### src/hw/rtl/dur_pkg.sv
package dur_pkg;

  localparam int unsigned SecW          = 64;
  localparam int unsigned OutSecW       = 63;
  localparam int unsigned NanoW         = 30;
  localparam int unsigned MultW         = 17;
  localparam int unsigned QuoBits       = 17;
  localparam int unsigned DivW          = 47;
  localparam int unsigned FracWeightW   = 27;
  localparam int unsigned FracPosW      = 4;
  localparam int unsigned QueueDepthDef = 2;

  localparam logic [FracPosW-1:0] FracDigits = 4'd9;
  localparam logic [NanoW-1:0]    NanoPerSec = 30'd1000000000;

  localparam logic [7:0] Char0   = 8'h30;
  localparam logic [7:0] Char9   = 8'h39;
  localparam logic [7:0] CharDot = 8'h2e;
  localparam logic [7:0] CharS   = 8'h73;
  localparam logic [7:0] CharM   = 8'h6d;
  localparam logic [7:0] CharH   = 8'h68;
  localparam logic [7:0] CharD   = 8'h64;

  typedef enum logic [1:0] {
    UnitSec  = 2'd0,
    UnitMin  = 2'd1,
    UnitHour = 2'd2,
    UnitDay  = 2'd3
  } unit_e;

  typedef struct packed {
    logic [7:0] char_code;
    logic       last_char;
  } chr_t;

  typedef struct packed {
    logic [OutSecW-1:0] whole_seconds;
    logic [NanoW-1:0]   nano_part;
    logic               parse_error;
  } res_t;

  // one finished string, as the front leaves it
  typedef struct packed {
    logic [SecW-1:0]  sec;
    logic [NanoW-1:0] nano;
    logic             rnd;
    unit_e            unit;
    logic             err;
  } rec_t;

  typedef struct packed {
    logic valid;
    rec_t rec;
  } entry_t;

  function automatic logic [MultW-1:0] unit_mult(unit_e u);
    logic [MultW-1:0] m;
    unique case (u)
      UnitSec:  m = 17'd1;
      UnitMin:  m = 17'd60;
      UnitHour: m = 17'd3600;
      UnitDay:  m = 17'd86400;
    endcase
    return m;
  endfunction

  function automatic logic [FracWeightW-1:0] frac_weight(logic [FracPosW-1:0] pos);
    logic [FracWeightW-1:0] w;
    unique case (pos)
      4'd0:    w = 27'd100000000;
      4'd1:    w = 27'd10000000;
      4'd2:    w = 27'd1000000;
      4'd3:    w = 27'd100000;
      4'd4:    w = 27'd10000;
      4'd5:    w = 27'd1000;
      4'd6:    w = 27'd100;
      4'd7:    w = 27'd10;
      4'd8:    w = 27'd1;
      default: w = 27'd0;
    endcase
    return w;
  endfunction

endpackage

### src/hw/rtl/dur_stream_if.sv
interface dur_stream_if #(
  parameter type T = logic
);
  logic valid;
  logic ready;
  T     data;

  modport source (output valid, output data, input ready);
  modport sink (input valid, input data, output ready);
endinterface

### src/hw/rtl/dur_front.sv
module dur_front import dur_pkg::*; (
  input  logic   clk_i,
  input  logic   rst_ni,
  input  logic   valid_i,
  input  chr_t   data_i,
  output logic   ready_o,
  input  logic   full_i,
  output entry_t push_o
);

  typedef enum logic [4:0] {
    PhIntFirst  = 5'b00001,
    PhInt       = 5'b00010,
    PhFracFirst = 5'b00100,
    PhFrac      = 5'b01000,
    PhSuffix    = 5'b10000
  } phase_e;

  phase_e              phase_q, phase_d, phase_s;
  logic [SecW-1:0]     sec_q, sec_d, sec_s;
  logic [NanoW-1:0]    nano_q, nano_d, nano_s;
  logic [FracPosW-1:0] pos_q, pos_d, pos_s;
  logic                rnd_q, rnd_d, rnd_s;
  unit_e               unit_q, unit_d, unit_s;
  logic                err_q, err_d, err_s;

  logic                accept;
  logic                is_digit;
  logic [3:0]          digit;
  logic                sfx_hit;
  unit_e               sfx_unit;
  logic [SecW+3:0]     sec_wide;
  logic [NanoW:0]      frac_prod;

  assign ready_o = !full_i;
  assign accept  = valid_i && ready_o;

  always_comb begin
    is_digit = (data_i.char_code >= Char0) && (data_i.char_code <= Char9);
    digit    = is_digit ? data_i.char_code[3:0] : 4'd0;

    sfx_hit  = 1'b1;
    sfx_unit = UnitSec;
    unique case (data_i.char_code)
      CharS:   sfx_unit = UnitSec;
      CharM:   sfx_unit = UnitMin;
      CharH:   sfx_unit = UnitHour;
      CharD:   sfx_unit = UnitDay;
      default: sfx_hit = 1'b0;
    endcase

    // sec * 10 + digit, carry above bit 63 means overflow
    sec_wide  = ({4'b0, sec_q} << 3) + ({4'b0, sec_q} << 1) + (SecW+4)'(digit);
    frac_prod = (NanoW+1)'(digit) * (NanoW+1)'(frac_weight(pos_q));

    phase_s = phase_q;
    sec_s   = sec_q;
    nano_s  = nano_q;
    pos_s   = pos_q;
    rnd_s   = rnd_q;
    unit_s  = unit_q;
    err_s   = err_q;

    if (!err_q) begin
      unique case (phase_q)
        PhIntFirst: begin
          if (is_digit) begin
            sec_s   = SecW'(digit);
            phase_s = PhInt;
          end else begin
            err_s = 1'b1;
          end
        end
        PhInt: begin
          if (is_digit) begin
            if (sec_wide[SecW+3:SecW] != 4'd0) err_s = 1'b1;
            else sec_s = sec_wide[SecW-1:0];
          end else if (data_i.char_code == CharDot) begin
            phase_s = PhFracFirst;
          end else if (sfx_hit) begin
            unit_s  = sfx_unit;
            phase_s = PhSuffix;
          end else begin
            err_s = 1'b1;
          end
        end
        PhFracFirst, PhFrac: begin
          if (is_digit) begin
            phase_s = PhFrac;
            if (pos_q < FracDigits) begin
              nano_s = nano_q + frac_prod[NanoW-1:0];
              pos_s  = pos_q + 4'd1;
            end else if (digit != 4'd0) begin
              rnd_s = 1'b1;
            end
          end else if (sfx_hit && (phase_q == PhFrac)) begin
            unit_s  = sfx_unit;
            phase_s = PhSuffix;
          end else begin
            err_s = 1'b1;
          end
        end
        // nothing may follow a suffix; illegal codes land here too
        default: err_s = 1'b1;
      endcase
    end

    push_o.valid    = accept && data_i.last_char;
    push_o.rec.sec  = sec_s;
    push_o.rec.nano = nano_s;
    push_o.rec.rnd  = rnd_s;
    push_o.rec.unit = unit_s;
    push_o.rec.err  = err_s || (phase_s == PhIntFirst) || (phase_s == PhFracFirst);

    phase_d = phase_q;
    sec_d   = sec_q;
    nano_d  = nano_q;
    pos_d   = pos_q;
    rnd_d   = rnd_q;
    unit_d  = unit_q;
    err_d   = err_q;
    if (accept) begin
      if (data_i.last_char) begin
        phase_d = PhIntFirst;
        sec_d   = '0;
        nano_d  = '0;
        pos_d   = '0;
        rnd_d   = 1'b0;
        unit_d  = UnitSec;
        err_d   = 1'b0;
      end else begin
        phase_d = phase_s;
        sec_d   = sec_s;
        nano_d  = nano_s;
        pos_d   = pos_s;
        rnd_d   = rnd_s;
        unit_d  = unit_s;
        err_d   = err_s;
      end
    end
  end

  always_ff @(posedge clk_i or negedge rst_ni) begin
    if (!rst_ni) begin
      phase_q <= PhIntFirst;
      sec_q   <= '0;
      nano_q  <= '0;
      pos_q   <= '0;
      rnd_q   <= 1'b0;
      unit_q  <= UnitSec;
      err_q   <= 1'b0;
    end else begin
      phase_q <= phase_d;
      sec_q   <= sec_d;
      nano_q  <= nano_d;
      pos_q   <= pos_d;
      rnd_q   <= rnd_d;
      unit_q  <= unit_d;
      err_q   <= err_d;
    end
  end

endmodule

### src/hw/rtl/dur_queue.sv
module dur_queue import dur_pkg::*; #(
  parameter int unsigned Depth = QueueDepthDef
) (
  input  logic   clk_i,
  input  logic   rst_ni,
  input  entry_t push_i,
  output logic   full_o,
  output entry_t head_o,
  input  logic   pop_i
);

  localparam int unsigned PtrW = (Depth > 1) ? $clog2(Depth) : 1;
  localparam int unsigned CntW = $clog2(Depth + 1);

  rec_t            slot_q [Depth];
  logic [PtrW-1:0] wr_q, wr_d;
  logic [PtrW-1:0] rd_q, rd_d;
  logic [CntW-1:0] cnt_q, cnt_d;
  logic            do_push, do_pop;

  assign full_o      = (cnt_q == CntW'(Depth));
  assign head_o.valid = (cnt_q != '0);
  assign head_o.rec   = slot_q[rd_q];

  assign do_push = push_i.valid && !full_o;
  assign do_pop  = pop_i && head_o.valid;

  always_comb begin
    wr_d  = wr_q;
    rd_d  = rd_q;
    cnt_d = cnt_q;
    if (do_push) wr_d = (wr_q == PtrW'(Depth - 1)) ? '0 : wr_q + PtrW'(1);
    if (do_pop)  rd_d = (rd_q == PtrW'(Depth - 1)) ? '0 : rd_q + PtrW'(1);
    if (do_push && !do_pop)      cnt_d = cnt_q + CntW'(1);
    else if (!do_push && do_pop) cnt_d = cnt_q - CntW'(1);
  end

  always_ff @(posedge clk_i or negedge rst_ni) begin
    if (!rst_ni) begin
      wr_q  <= '0;
      rd_q  <= '0;
      cnt_q <= '0;
    end else begin
      wr_q  <= wr_d;
      rd_q  <= rd_d;
      cnt_q <= cnt_d;
    end
  end

  always_ff @(posedge clk_i) begin
    if (do_push) slot_q[wr_q] <= push_i.rec;
  end

endmodule

### src/hw/rtl/dur_back.sv
module dur_back import dur_pkg::*; (
  input  logic   clk_i,
  input  logic   rst_ni,
  input  entry_t head_i,
  output logic   pop_o,
  output logic   res_valid_o,
  output res_t   res_data_o,
  input  logic   res_ready_i
);

  localparam int unsigned HalfW  = SecW / 2;
  localparam int unsigned PartW  = HalfW + MultW;
  localparam int unsigned ProdW  = SecW + MultW;
  localparam int unsigned TopW   = 32;
  localparam int unsigned TopLsb = DivW - TopW;
  localparam int unsigned RecipW = 18;
  localparam int unsigned EstW   = TopW + RecipW;
  localparam int unsigned RemW   = NanoW + 1;

  // 2^47 / 10^9 rounded down; the carry estimated from the top 32 bits of the
  // scaled nanoseconds is never high and at most one low
  localparam logic [RecipW-1:0] NanoRecip = 18'd140737;

  logic                 en;

  // multiply stage
  logic                 v0_q;
  logic [PartW-1:0]     plo_q, plo_d;
  logic [PartW-1:0]     phi_q, phi_d;
  logic [DivW-1:0]      sn_q, sn_d;
  logic                 err0_q;
  logic [MultW-1:0]     mult;
  logic [NanoW-1:0]     nanos;

  // combine stage, with the carry estimate
  logic [ProdW-1:0]     prod;
  logic [EstW-1:0]      est;
  logic [OutSecW-1:0]   secb_q, secb_d;
  logic                 errb_q, errb_d;
  logic [DivW-1:0]      snb_q;
  logic [QuoBits-1:0]   qeb_q, qeb_d;

  // remainder stage
  logic [DivW-1:0]      rem_full;
  logic [OutSecW-1:0]   secc_q;
  logic                 errc_q;
  logic [QuoBits-1:0]   qec_q;
  logic [RemW-1:0]      remc_q, remc_d;

  // correction stage
  logic [OutSecW-1:0]   secd_q;
  logic                 errd_q;
  logic [QuoBits-1:0]   qd_q, qd_d;
  logic [NanoW-1:0]     remd_q, remd_d;

  logic [2:0]           dv_q;
  logic                 res_valid_q;
  res_t                 res_q, res_d;
  logic [SecW-1:0]      sum;
  logic                 fin_err;

  assign en    = !res_valid_q || res_ready_i;
  assign pop_o = en && head_i.valid;

  always_comb begin
    mult  = unit_mult(head_i.rec.unit);
    nanos = head_i.rec.nano + NanoW'(head_i.rec.rnd);
    plo_d = PartW'(head_i.rec.sec[HalfW-1:0]) * PartW'(mult);
    phi_d = PartW'(head_i.rec.sec[SecW-1:HalfW]) * PartW'(mult);
    sn_d  = DivW'(nanos) * DivW'(mult);
  end

  always_comb begin
    prod   = {phi_q, HalfW'(0)} + ProdW'(plo_q);
    secb_d = prod[OutSecW-1:0];
    errb_d = err0_q || (prod[ProdW-1:OutSecW] != '0);
    est    = EstW'(sn_q[DivW-1:TopLsb]) * EstW'(NanoRecip);
    qeb_d  = est[TopW +: QuoBits];
  end

  // remainder after the estimate lies below two seconds
  always_comb begin
    rem_full = snb_q - DivW'(qeb_q) * DivW'(NanoPerSec);
    remc_d   = rem_full[RemW-1:0];
  end

  always_comb begin
    if (remc_q >= RemW'(NanoPerSec)) begin
      qd_d   = qec_q + QuoBits'(1);
      remd_d = NanoW'(remc_q - RemW'(NanoPerSec));
    end else begin
      qd_d   = qec_q;
      remd_d = remc_q[NanoW-1:0];
    end
  end

  // add the carried seconds, then zero the result on any error
  always_comb begin
    sum     = {1'b0, secd_q} + SecW'(qd_q);
    fin_err = errd_q || sum[SecW-1];
    res_d.parse_error   = fin_err;
    res_d.whole_seconds = fin_err ? '0 : sum[OutSecW-1:0];
    res_d.nano_part     = fin_err ? '0 : remd_q;
  end

  always_ff @(posedge clk_i or negedge rst_ni) begin
    if (!rst_ni) begin
      v0_q        <= 1'b0;
      dv_q        <= '0;
      res_valid_q <= 1'b0;
    end else if (en) begin
      v0_q        <= head_i.valid;
      dv_q        <= {dv_q[1:0], v0_q};
      res_valid_q <= dv_q[2];
    end
  end

  always_ff @(posedge clk_i) begin
    if (en) begin
      plo_q  <= plo_d;
      phi_q  <= phi_d;
      sn_q   <= sn_d;
      err0_q <= head_i.rec.err;
      secb_q <= secb_d;
      errb_q <= errb_d;
      snb_q  <= sn_q;
      qeb_q  <= qeb_d;
      secc_q <= secb_q;
      errc_q <= errb_q;
      qec_q  <= qeb_q;
      remc_q <= remc_d;
      secd_q <= secc_q;
      errd_q <= errc_q;
      qd_q   <= qd_d;
      remd_q <= remd_d;
      res_q  <= res_d;
    end
  end

  assign res_valid_o = res_valid_q;
  assign res_data_o  = res_q;

endmodule

### src/hw/rtl/duration_string_parser.sv
// Parses a decimal duration such as "12.5h" handed in one ASCII byte per request, the final
// byte flagged, and returns whole seconds, a nanosecond remainder and an error flag for each
// string. Bytes are taken one per cycle while the queue has room; a new string may start the
// cycle after the previous one ends. Once its final byte is accepted, a string enters the small
// queue, which hands it to the multiply stage; then one stage combines the seconds product and
// estimates the carried seconds by a reciprocal multiply, one stage forms the remainder, one
// stage corrects the estimate by at most one, and the output register holds the result.
// Output back-pressure stalls the whole result pipeline; once the queue behind it fills, the
// byte input drops ready.
module duration_string_parser import dur_pkg::*; #(
  parameter int unsigned QueueDepth = QueueDepthDef
) (
  input logic         clk_i,
  input logic         rst_ni,
  dur_stream_if.sink   chr_i,
  dur_stream_if.source res_o
);

  entry_t push;
  entry_t head;
  logic   full;
  logic   pop;
  chr_t   chr_data;
  res_t   res_data;
  logic   res_valid;

  assign chr_data = chr_i.data;

  dur_front u_front (
    .clk_i   (clk_i),
    .rst_ni  (rst_ni),
    .valid_i (chr_i.valid),
    .data_i  (chr_data),
    .ready_o (chr_i.ready),
    .full_i  (full),
    .push_o  (push)
  );

  dur_queue #(
    .Depth (QueueDepth)
  ) u_queue (
    .clk_i  (clk_i),
    .rst_ni (rst_ni),
    .push_i (push),
    .full_o (full),
    .head_o (head),
    .pop_i  (pop)
  );

  dur_back u_back (
    .clk_i       (clk_i),
    .rst_ni      (rst_ni),
    .head_i      (head),
    .pop_o       (pop),
    .res_valid_o (res_valid),
    .res_data_o  (res_data),
    .res_ready_i (res_o.ready)
  );

  assign res_o.valid = res_valid;
  assign res_o.data  = res_data;

  a_push_room : assert property (@(posedge clk_i) disable iff (!rst_ni)
    push.valid |-> !full)
    else $error("finished string pushed into a full queue");

  a_nano_range : assert property (@(posedge clk_i) disable iff (!rst_ni)
    res_valid |-> (res_data.nano_part < NanoPerSec))
    else $error("nanosecond remainder not below one second");

  a_err_zero : assert property (@(posedge clk_i) disable iff (!rst_ni)
    (res_valid && res_data.parse_error) |->
      ((res_data.whole_seconds == '0) && (res_data.nano_part == '0)))
    else $error("error result carries a nonzero duration");

  a_pop_stall : assert property (@(posedge clk_i) disable iff (!rst_ni)
    (res_valid && !res_o.ready) |-> !pop)
    else $error("queue popped while result pipeline is stalled");

endmodule

### src/flat_wrapper.sv
// flat-port wrapper written by rule: the top's interface ports become plain ports
module duration_string_parser_flat import dur_pkg::*;
#(
  parameter int unsigned QueueDepth = QueueDepthDef
)
  (clk_i, rst_ni, chr_i_valid, chr_i_data, chr_i_ready, res_o_valid, res_o_data, res_o_ready);
  dur_stream_if #(.T(chr_t)) chr_i_i ();
  dur_stream_if #(.T(res_t)) res_o_i ();
  input logic clk_i;
  input logic rst_ni;
  input wire logic [$bits(chr_i_i.valid)-1:0] chr_i_valid;
  input wire logic [$bits(chr_i_i.data)-1:0] chr_i_data;
  output wire logic [$bits(chr_i_i.ready)-1:0] chr_i_ready;
  output wire logic [$bits(res_o_i.valid)-1:0] res_o_valid;
  output wire logic [$bits(res_o_i.data)-1:0] res_o_data;
  input wire logic [$bits(res_o_i.ready)-1:0] res_o_ready;
  assign chr_i_i.valid = chr_i_valid;
  assign chr_i_i.data = chr_i_data;
  assign chr_i_ready = chr_i_i.ready;
  assign res_o_valid = res_o_i.valid;
  assign res_o_data = res_o_i.data;
  assign res_o_i.ready = res_o_ready;
  duration_string_parser #(.QueueDepth(QueueDepth)) u_core (.clk_i(clk_i), .rst_ni(rst_ni), .chr_i(chr_i_i), .res_o(res_o_i));
endmodule
### config.mk
export PLATFORM = sky130hd
export DESIGN_NAME = duration_string_parser_flat
export DESIGN_NICKNAME = d
export VERILOG_FILES = /design/src/hw/rtl/dur_pkg.sv /design/src/hw/rtl/dur_stream_if.sv /design/src/hw/rtl/dur_front.sv /design/src/hw/rtl/dur_queue.sv /design/src/hw/rtl/dur_back.sv /design/src/hw/rtl/duration_string_parser.sv /design/src/flat_wrapper.sv
export SDC_FILE = /design/constraint.sdc
export NUM_CORES = 2
export LEC_CHECK = 0
export ABC_AREA = 1
export BUFFER_PORTS_ARGS = -buffer_cell sky130_fd_sc_hd__buf_4
export CORE_MARGIN = 3
export CORE_UTILIZATION = 40
export CTS_CLUSTER_DIAMETER = 40
export DETAILED_ROUTE_END_ITERATION = 10
export PLACE_DENSITY = 0.57
export SLEW_MARGIN = 20
export SYNTH_ARGS = -nofsm -noshare
export SYNTH_HDL_FRONTEND = slang
export SYNTH_SLANG_ARGS = --single-unit
### constraint.sdc
create_clock -name clk_i -period 31.1 [get_ports clk_i]
set_input_delay 6.22 -clock clk_i [delete_from_list [all_inputs] [get_ports clk_i]]
set_output_delay 6.22 -clock clk_i [all_outputs]
set_load 0.05 [all_outputs]
After elaboration in Yosys (flattened, before gate mapping). Memory sizes are Yosys's and may differ from the RTL's. Index checks and enable logic that the tools add are counted.

Register bits: 691. Bits in writable memories: 196. Memory bits (read-only): 400. Bits of input ports: 13. Output and inout bits: 96. Memories kept: 2.

Add/sub/neg operators: 14. Multipliers: 6. $lt $le $gt $ge: 4. Equal/unequal tests: 16. Multiplexer cells: 61. Reduce and logical (&&, ||, !) cells: 30.

Memories: (name not given) (words 16, bits a word 25, read ports 1, clocked after Yosys merged registers in 0, wr ports 0, line dur_pkg.sv:69) `unique case (pos)`; u_core.u_queue.slot_q (words 2, bits a word 98, read ports 1, clocked after Yosys merged registers in 0, wr ports 1, line dur_queue.sv:15) `rec_t slot_q [Depth];`.

Operators by type and width (number): $mux W64 (5); $mux W30 (6); $pmux W64 S2 (1); $mul A32 B17 Y49 (2); $add A81 B49 Y81 (1); $add A67 B65 Y68 (1); $add A68 B4 Y68 (1); $pmux W17 S4 (1); $add A63 B17 Y64 (1); $mul A32 B18 Y49 const B (1); $mul A30 B17 Y47 (1); $mux W5 (8); $eq A8 B7 Y1 const B (4); $ge A31 B30 Y1 const B (1); $sub A31 B31 Y31 (1); $add A30 B1 Y30 (1); $add A30 B30 Y30 (1); $mul A4 B27 Y30 (1); $sub A30 B30 Y30 const B (1); $mux W4 (6); $mul A17 B21 Y22 const B (1); $mux W1 (20); $mux W2 (9); $reduce_bool A18 Y1 (1); other kinds (30) (55).

Longest topological paths before layout.
Depth after elaboration: 11. Mapped depth: 45. Depth with buffers taken out: 41.

Hierarchy. A second synthesis with hierarchy kept.

Cells, all modules: 12037. Area total of the unflattened synthesis: 104102.3 µm².

By module, submodules not included: dur_back (times used 1, cells each 8802, area each 79974.2 µm²); dur_front (times used 1, cells each 2692, area each 16786.1 µm²); dur_queue (times used 1, cells each 543, area each 7342.0 µm²).

Worst setup path before layout. Ideal clock, no wire load.

Kind: in2reg. From: input res_o_ready. To: register u_core.u_queue.cnt_q[1]. Setup time: 0.124 ns. Data arrival time: 22.598 ns. Data required time: 30.976 ns. Slack: 8.378 ns. Stages: 7. Path buffers: 0. Cell sequence: inv_1 > nand2_1 > o21ai_0 > ha_1 > a21oi_1 > o21ai_0 > xnor2_1.

Longest elaborated chain between the ends: 6.

RTL lines: start: declaration (line flat_wrapper.sv:16) `input wire logic [$bits(res_o_i.ready)-1:0] res_o_ready;`; $logic_or A1 B1 Y1 * (line dur_back.sv:62) `assign en = !res_valid_q || res_ready_i;`; $logic_and A1 B1 Y1 * (line dur_back.sv:63) `assign pop_o = en && head_i.valid;`; $logic_and A1 B1 Y1 * (line dur_queue.sv:26) `assign do_pop = pop_i && head_o.valid;`; $logic_not A1 Y1 (line dur_queue.sv:34) `if (do_push && !do_pop) cnt_d = cnt_q + CntW'(1);`; $logic_and A1 B1 Y1 (line dur_queue.sv:34); $mux W2 / $reduce_bool A2 Y1 (equally long branches); end signal: assignment (line dur_queue.sv:46) `cnt_q <= cnt_d;`; end: declaration (line dur_queue.sv:18) `logic [CntW-1:0] cnt_q, cnt_d;`.

Every way passes the cells marked *; elsewhere a longest branch is shown, timed or not. A chain may end at the register's enable or synchronous reset.

==> flow_summary_export.csv <==
group,metric,value,unit
setup_path,crit_family,"adder cells",
status,outcome,"finished clean",
logic_synthesis,synth_cells,10900,
finish,final_nets,13500,
setup_path,crit_top_cell,"nor2_1",
setup_path,critical_path_buf_inv_count,5,
clocking,clock-sinks,887,
worst_hold_path,hp-class,"flop to flop",
sta,finalClockSkew,0.0417,ns
logic_synthesis,syn-num-nets,13300,
drt,first_iter_violations,4455,
setup_path,crit_path_top_delay_cell,"clkinv_1",
drt,ant_nets,0,
logic_synthesis,synth_cell_types,70,
sta,post-route-period-util,38.0,%
global_routing,gr-total-overflow,0,
sta,rsz0062_at_grt,"false",
clocking,numCtsBuffers,148,
setup_path,crit_path_end_kind,"flop",
logic_synthesis,synth_area_leaders,"fa_1 24%, edfxtp_1 23%, ha_1 15%",
drt,drt-total-wl,258000,um
logic_synthesis,synthArstFlopShare,13.1,%
worst_hold_path,min_to,"u_core.u_back.secc_q[8]$_DFFE_PN_",
finish,drive_above_1_share,5.64,%
clocking,cts_resized,0,
setup_path,worst_setup_path_start_kind,"input pin",
clocking,h-tree-depth,4,
finish,area_growth,9.88,%
worst_hold_path,hold_depth,0,
drt,vias,71800,
clocking,post-cts-setup-buffers,0,
placed_design,port_buffers,108,
finish,finalNonFillerCells,14500,
setup_path,required,31.60,ns
logic_synthesis,synth-seq-cells,887,
sta,hold_violations,0,
setup_path,cp.arrival,12.32,ns
sta,period_needed,11.81,ns
floorplan,initial_utilization,40.4,%
setup_path,r2r_cells,34,
global_routing,grt_util_all_layers,20.3,%
clocking,cts-root-buf,"clkbuf_16",
sta,holdWs,0.393,ns
sta,slew_violations,0,
setup_path,r2r-start,"u_core.u_queue.rd_q$_DFFE_PN0P_",
logic_synthesis,netlist.area_leader.share,24.3,%
setup_path,slowest_delay,0.63,ns
sta,setup_viol,0,
global_routing,grt_pass1_vias,74500,
clocking,cts_tree,"built",
sta,slew_headroom,23.5,%
setup_path,crit_chain,"buf_4 -> nor2_1 -> inv_1 -> nor2_1 -> nand2_1 -> nor2_1 -> clkinv_1 -> nor2_1 -> fa_1 -> fa_1 -> inv_1 -> fa_1 -> inv_1 -> ha_1 -> a21oi_1 -> o21ai_0 -> a21oi_1 -> nand3_1 -> nand2_1 -> nand3_1 -> a21boi_0 -> o21ai_0 -> xnor2_1 -> a21oi_1",
logic_synthesis,synth-seq-area-share,26.1,%
drt,wire_per_inst,17.8,um
floorplan,rows,182,
floorplan,ios,109,
floorplan,fp.dieW,505,um
setup_path,crit_type,"input pin to flop",
finish,fillCellCount,24000,
global_routing,grt_max_degree,80,
global_routing,grt_pass1_wl,413000,um
flow_run,max_cap_viol_count,0,
drt,drcViolationCount,0,
logic_synthesis,syn_area_per_cell,9.17,um2
finish,num_antenna_cells,0,
worst_hold_path,min_from,"u_core.u_back.secb_q[8]$_DFFE_PN_",
logic_synthesis,synth_area_leader_cell,"fa_1",
setup_path,rr_endpoint,"u_core.u_back.sn_q[45]$_DFFE_PN_",
clocking,clkLatencyLatePin,0.78,ns
setup_path,cp_max_fo,18,
clocking,cts.reportedPaths.clkPinSlew,0.06,ns
sta,tns,0,ns
clocking,cts_buffer_depth,3,
logic_synthesis,synth_edf_count,771,
sta,clock.fmax,0.0847,GHz
placed_design,dp_cells,14200,
floorplan,core,0.247,mm2
setup_path,rrSetupSlack,21.43,ns
logic_synthesis,netlist_area,0.0998,mm2
global_routing,antenna_found_initial,2,
floorplan,die_h,505,um
drt,dr.pass1.iters,5,
placed_design,hpwl,213000,um
logic_synthesis,ys_warn_count,0,
placed_design,place.gp.congestion,0.938,
floorplan,dieArea,0.255,mm2
sta,worst_slew_pin_slew,1.15,ns
clocking,postCtsHoldBufs,0,
logic_synthesis,synth-main-ff-cell,"edfxtp_1",
drt,via_per_inst,4.96,
==> kinds of logic after synthesis <==
| logic type | count (synthesis) | synth area share, % |
|---|---|---|
| muxes | 21 | 0.214 |
| DFF | 887 | 26.1 |
| adders and majority gates | 2429 | 39.6 |
| xor gates and xnor gates | 427 | 3.78 |
| buffers and inverters | 2687 | 10.2 |
| AOI/OAI and AO/OA | 1179 | 6.65 |
| and+or+nand+nor | 3251 | 13.5 |
==> through the flow <==
step / setup slack [ns] / util, % / area, um2
6_report: 19.29 / 44.4 / 110000
5_1_grt: 18.80 / 44.4 / 110000
4_1_cts: 19.31 / 44.4 / 110000
3_5_place_dp: 18.48 / 42.3 / 104000
3_3_place_gp: 18.43 / 42.3 / 104000
2_1_floorplan: 8.38 / - / 99800
==> state kept, by name, summed over array words and instances (netlist names), 31 cells and up <==
name	cells
u_core.u_back.secc_q	63
u_core.u_front.sec_q	64
u_core.u_back.secd_q	63
u_core.u_back.snb_q	31
u_core.u_back.remc_q	31
u_core.u_queue.slot_q	196
u_core.u_back.phi_q	49
u_core.u_back.res_data_o	94
u_core.u_back.secb_q	63
u_core.u_back.plo_q	49
u_core.u_back.sn_q	47
==> worst max-delay path by stage <==
| stage | from | endpoint | slack (ns) | cells past startpoint |
|---|---|---|---|---|
| after floorplan | res_o_ready | u_core.u_queue.cnt_q[1]$_DFFE_PN0P_ | 8.38 | 7 |
| after global routing | chr_i_data[8] | u_core.u_queue.slot_q[1][33]$_DFFE_PP_ | 18.80 | 24 |
| after CTS | chr_i_data[8] | u_core.u_queue.slot_q[0][33]$_DFFE_PP_ | 19.31 | 24 |
| final | chr_i_data[8] | u_core.u_queue.slot_q[0][33]$_DFFE_PP_ | 19.29 | 24 |
| after global placement | chr_i_data[8] | u_core.u_queue.slot_q[0][33]$_DFFE_PP_ | 18.43 | 24 |
| after detailed placement | chr_i_data[8] | u_core.u_queue.slot_q[0][33]$_DFFE_PP_ | 18.48 | 24 |
==> layer usage <==
metal / GRT usage, % / share of wire, % / vias to the layer above
li1: - / - / 34600
met4: 4.25 / 1.8 / 0
met5: 0 / 0 / -
met1: 29.6 / 48 / 35100
met3: 2.54 / 5.0 / 294
met2: 32.4 / 45 / 1694
==> cells in the final DEF (no fill, tap or decap), types with 26 or more instances in the layout <==
cell type	n
o21bai_1	40
nand3_1	230
clkbuf_16	149
inv_1	2497
a31oi_1	43
fa_1	1209
nor4_1	44
buf_4	150
nor3_1	114
xnor2_1	151
dfrtp_1	114
or2_2	56
inv_2	43
nor2_1	1130
xor2_1	272
edfxtp_1	771
o21a_1	26
o21ai_2	53
nand4_1	83
nand2_1	1498
o21ai_1	42
ha_1	1219
a21oi_1	504
o21ai_0	355
a21o_1	28
==> area by class of cell <==
class / count / area [um2] / area share (%)
Clock inverter: 107 / 1320 / 1.21
Clock buffer: 169 / 3830 / 3.50
Inverter: 2547 / 9570 / 8.73
Multi-Input combinational cell: 7307 / 63600 / 58.0
Tap cell: 3312 / 4140 / 3.78
Sequential cell: 887 / 26100 / 23.8
Timing Repair Buffer: 150 / 1130 / 1.03
==> synthesized netlist by cell type (12+ instances only) <==
master / count
inv_1: 2500
nand2_1: 1501
ha_1: 1220
fa_1: 1209
nor2_1: 1134
edfxtp_1: 771
a21oi_1: 504
o21ai_0: 357
xor2_1: 272
nand3_1: 230
xnor2_1: 151
dfrtp_1: 115
nor3_1: 114
clkbuf_1: 101
nand4_1: 83
or2_2: 56
o21ai_2: 53
nor4_1: 44
a31oi_1: 43
inv_2: 40
o21ai_1: 40
o21bai_1: 40
a21o_1: 28
o21a_1: 26
nor2_2: 21
o211ai_1: 19
buf_2: 18
mux2i_1: 18
nand2_2: 14
nand3b_1: 12
Power is left out: the tool's default activity adds up to more than one toggle a clock period on the data nets, which glitch-free logic cannot reach.
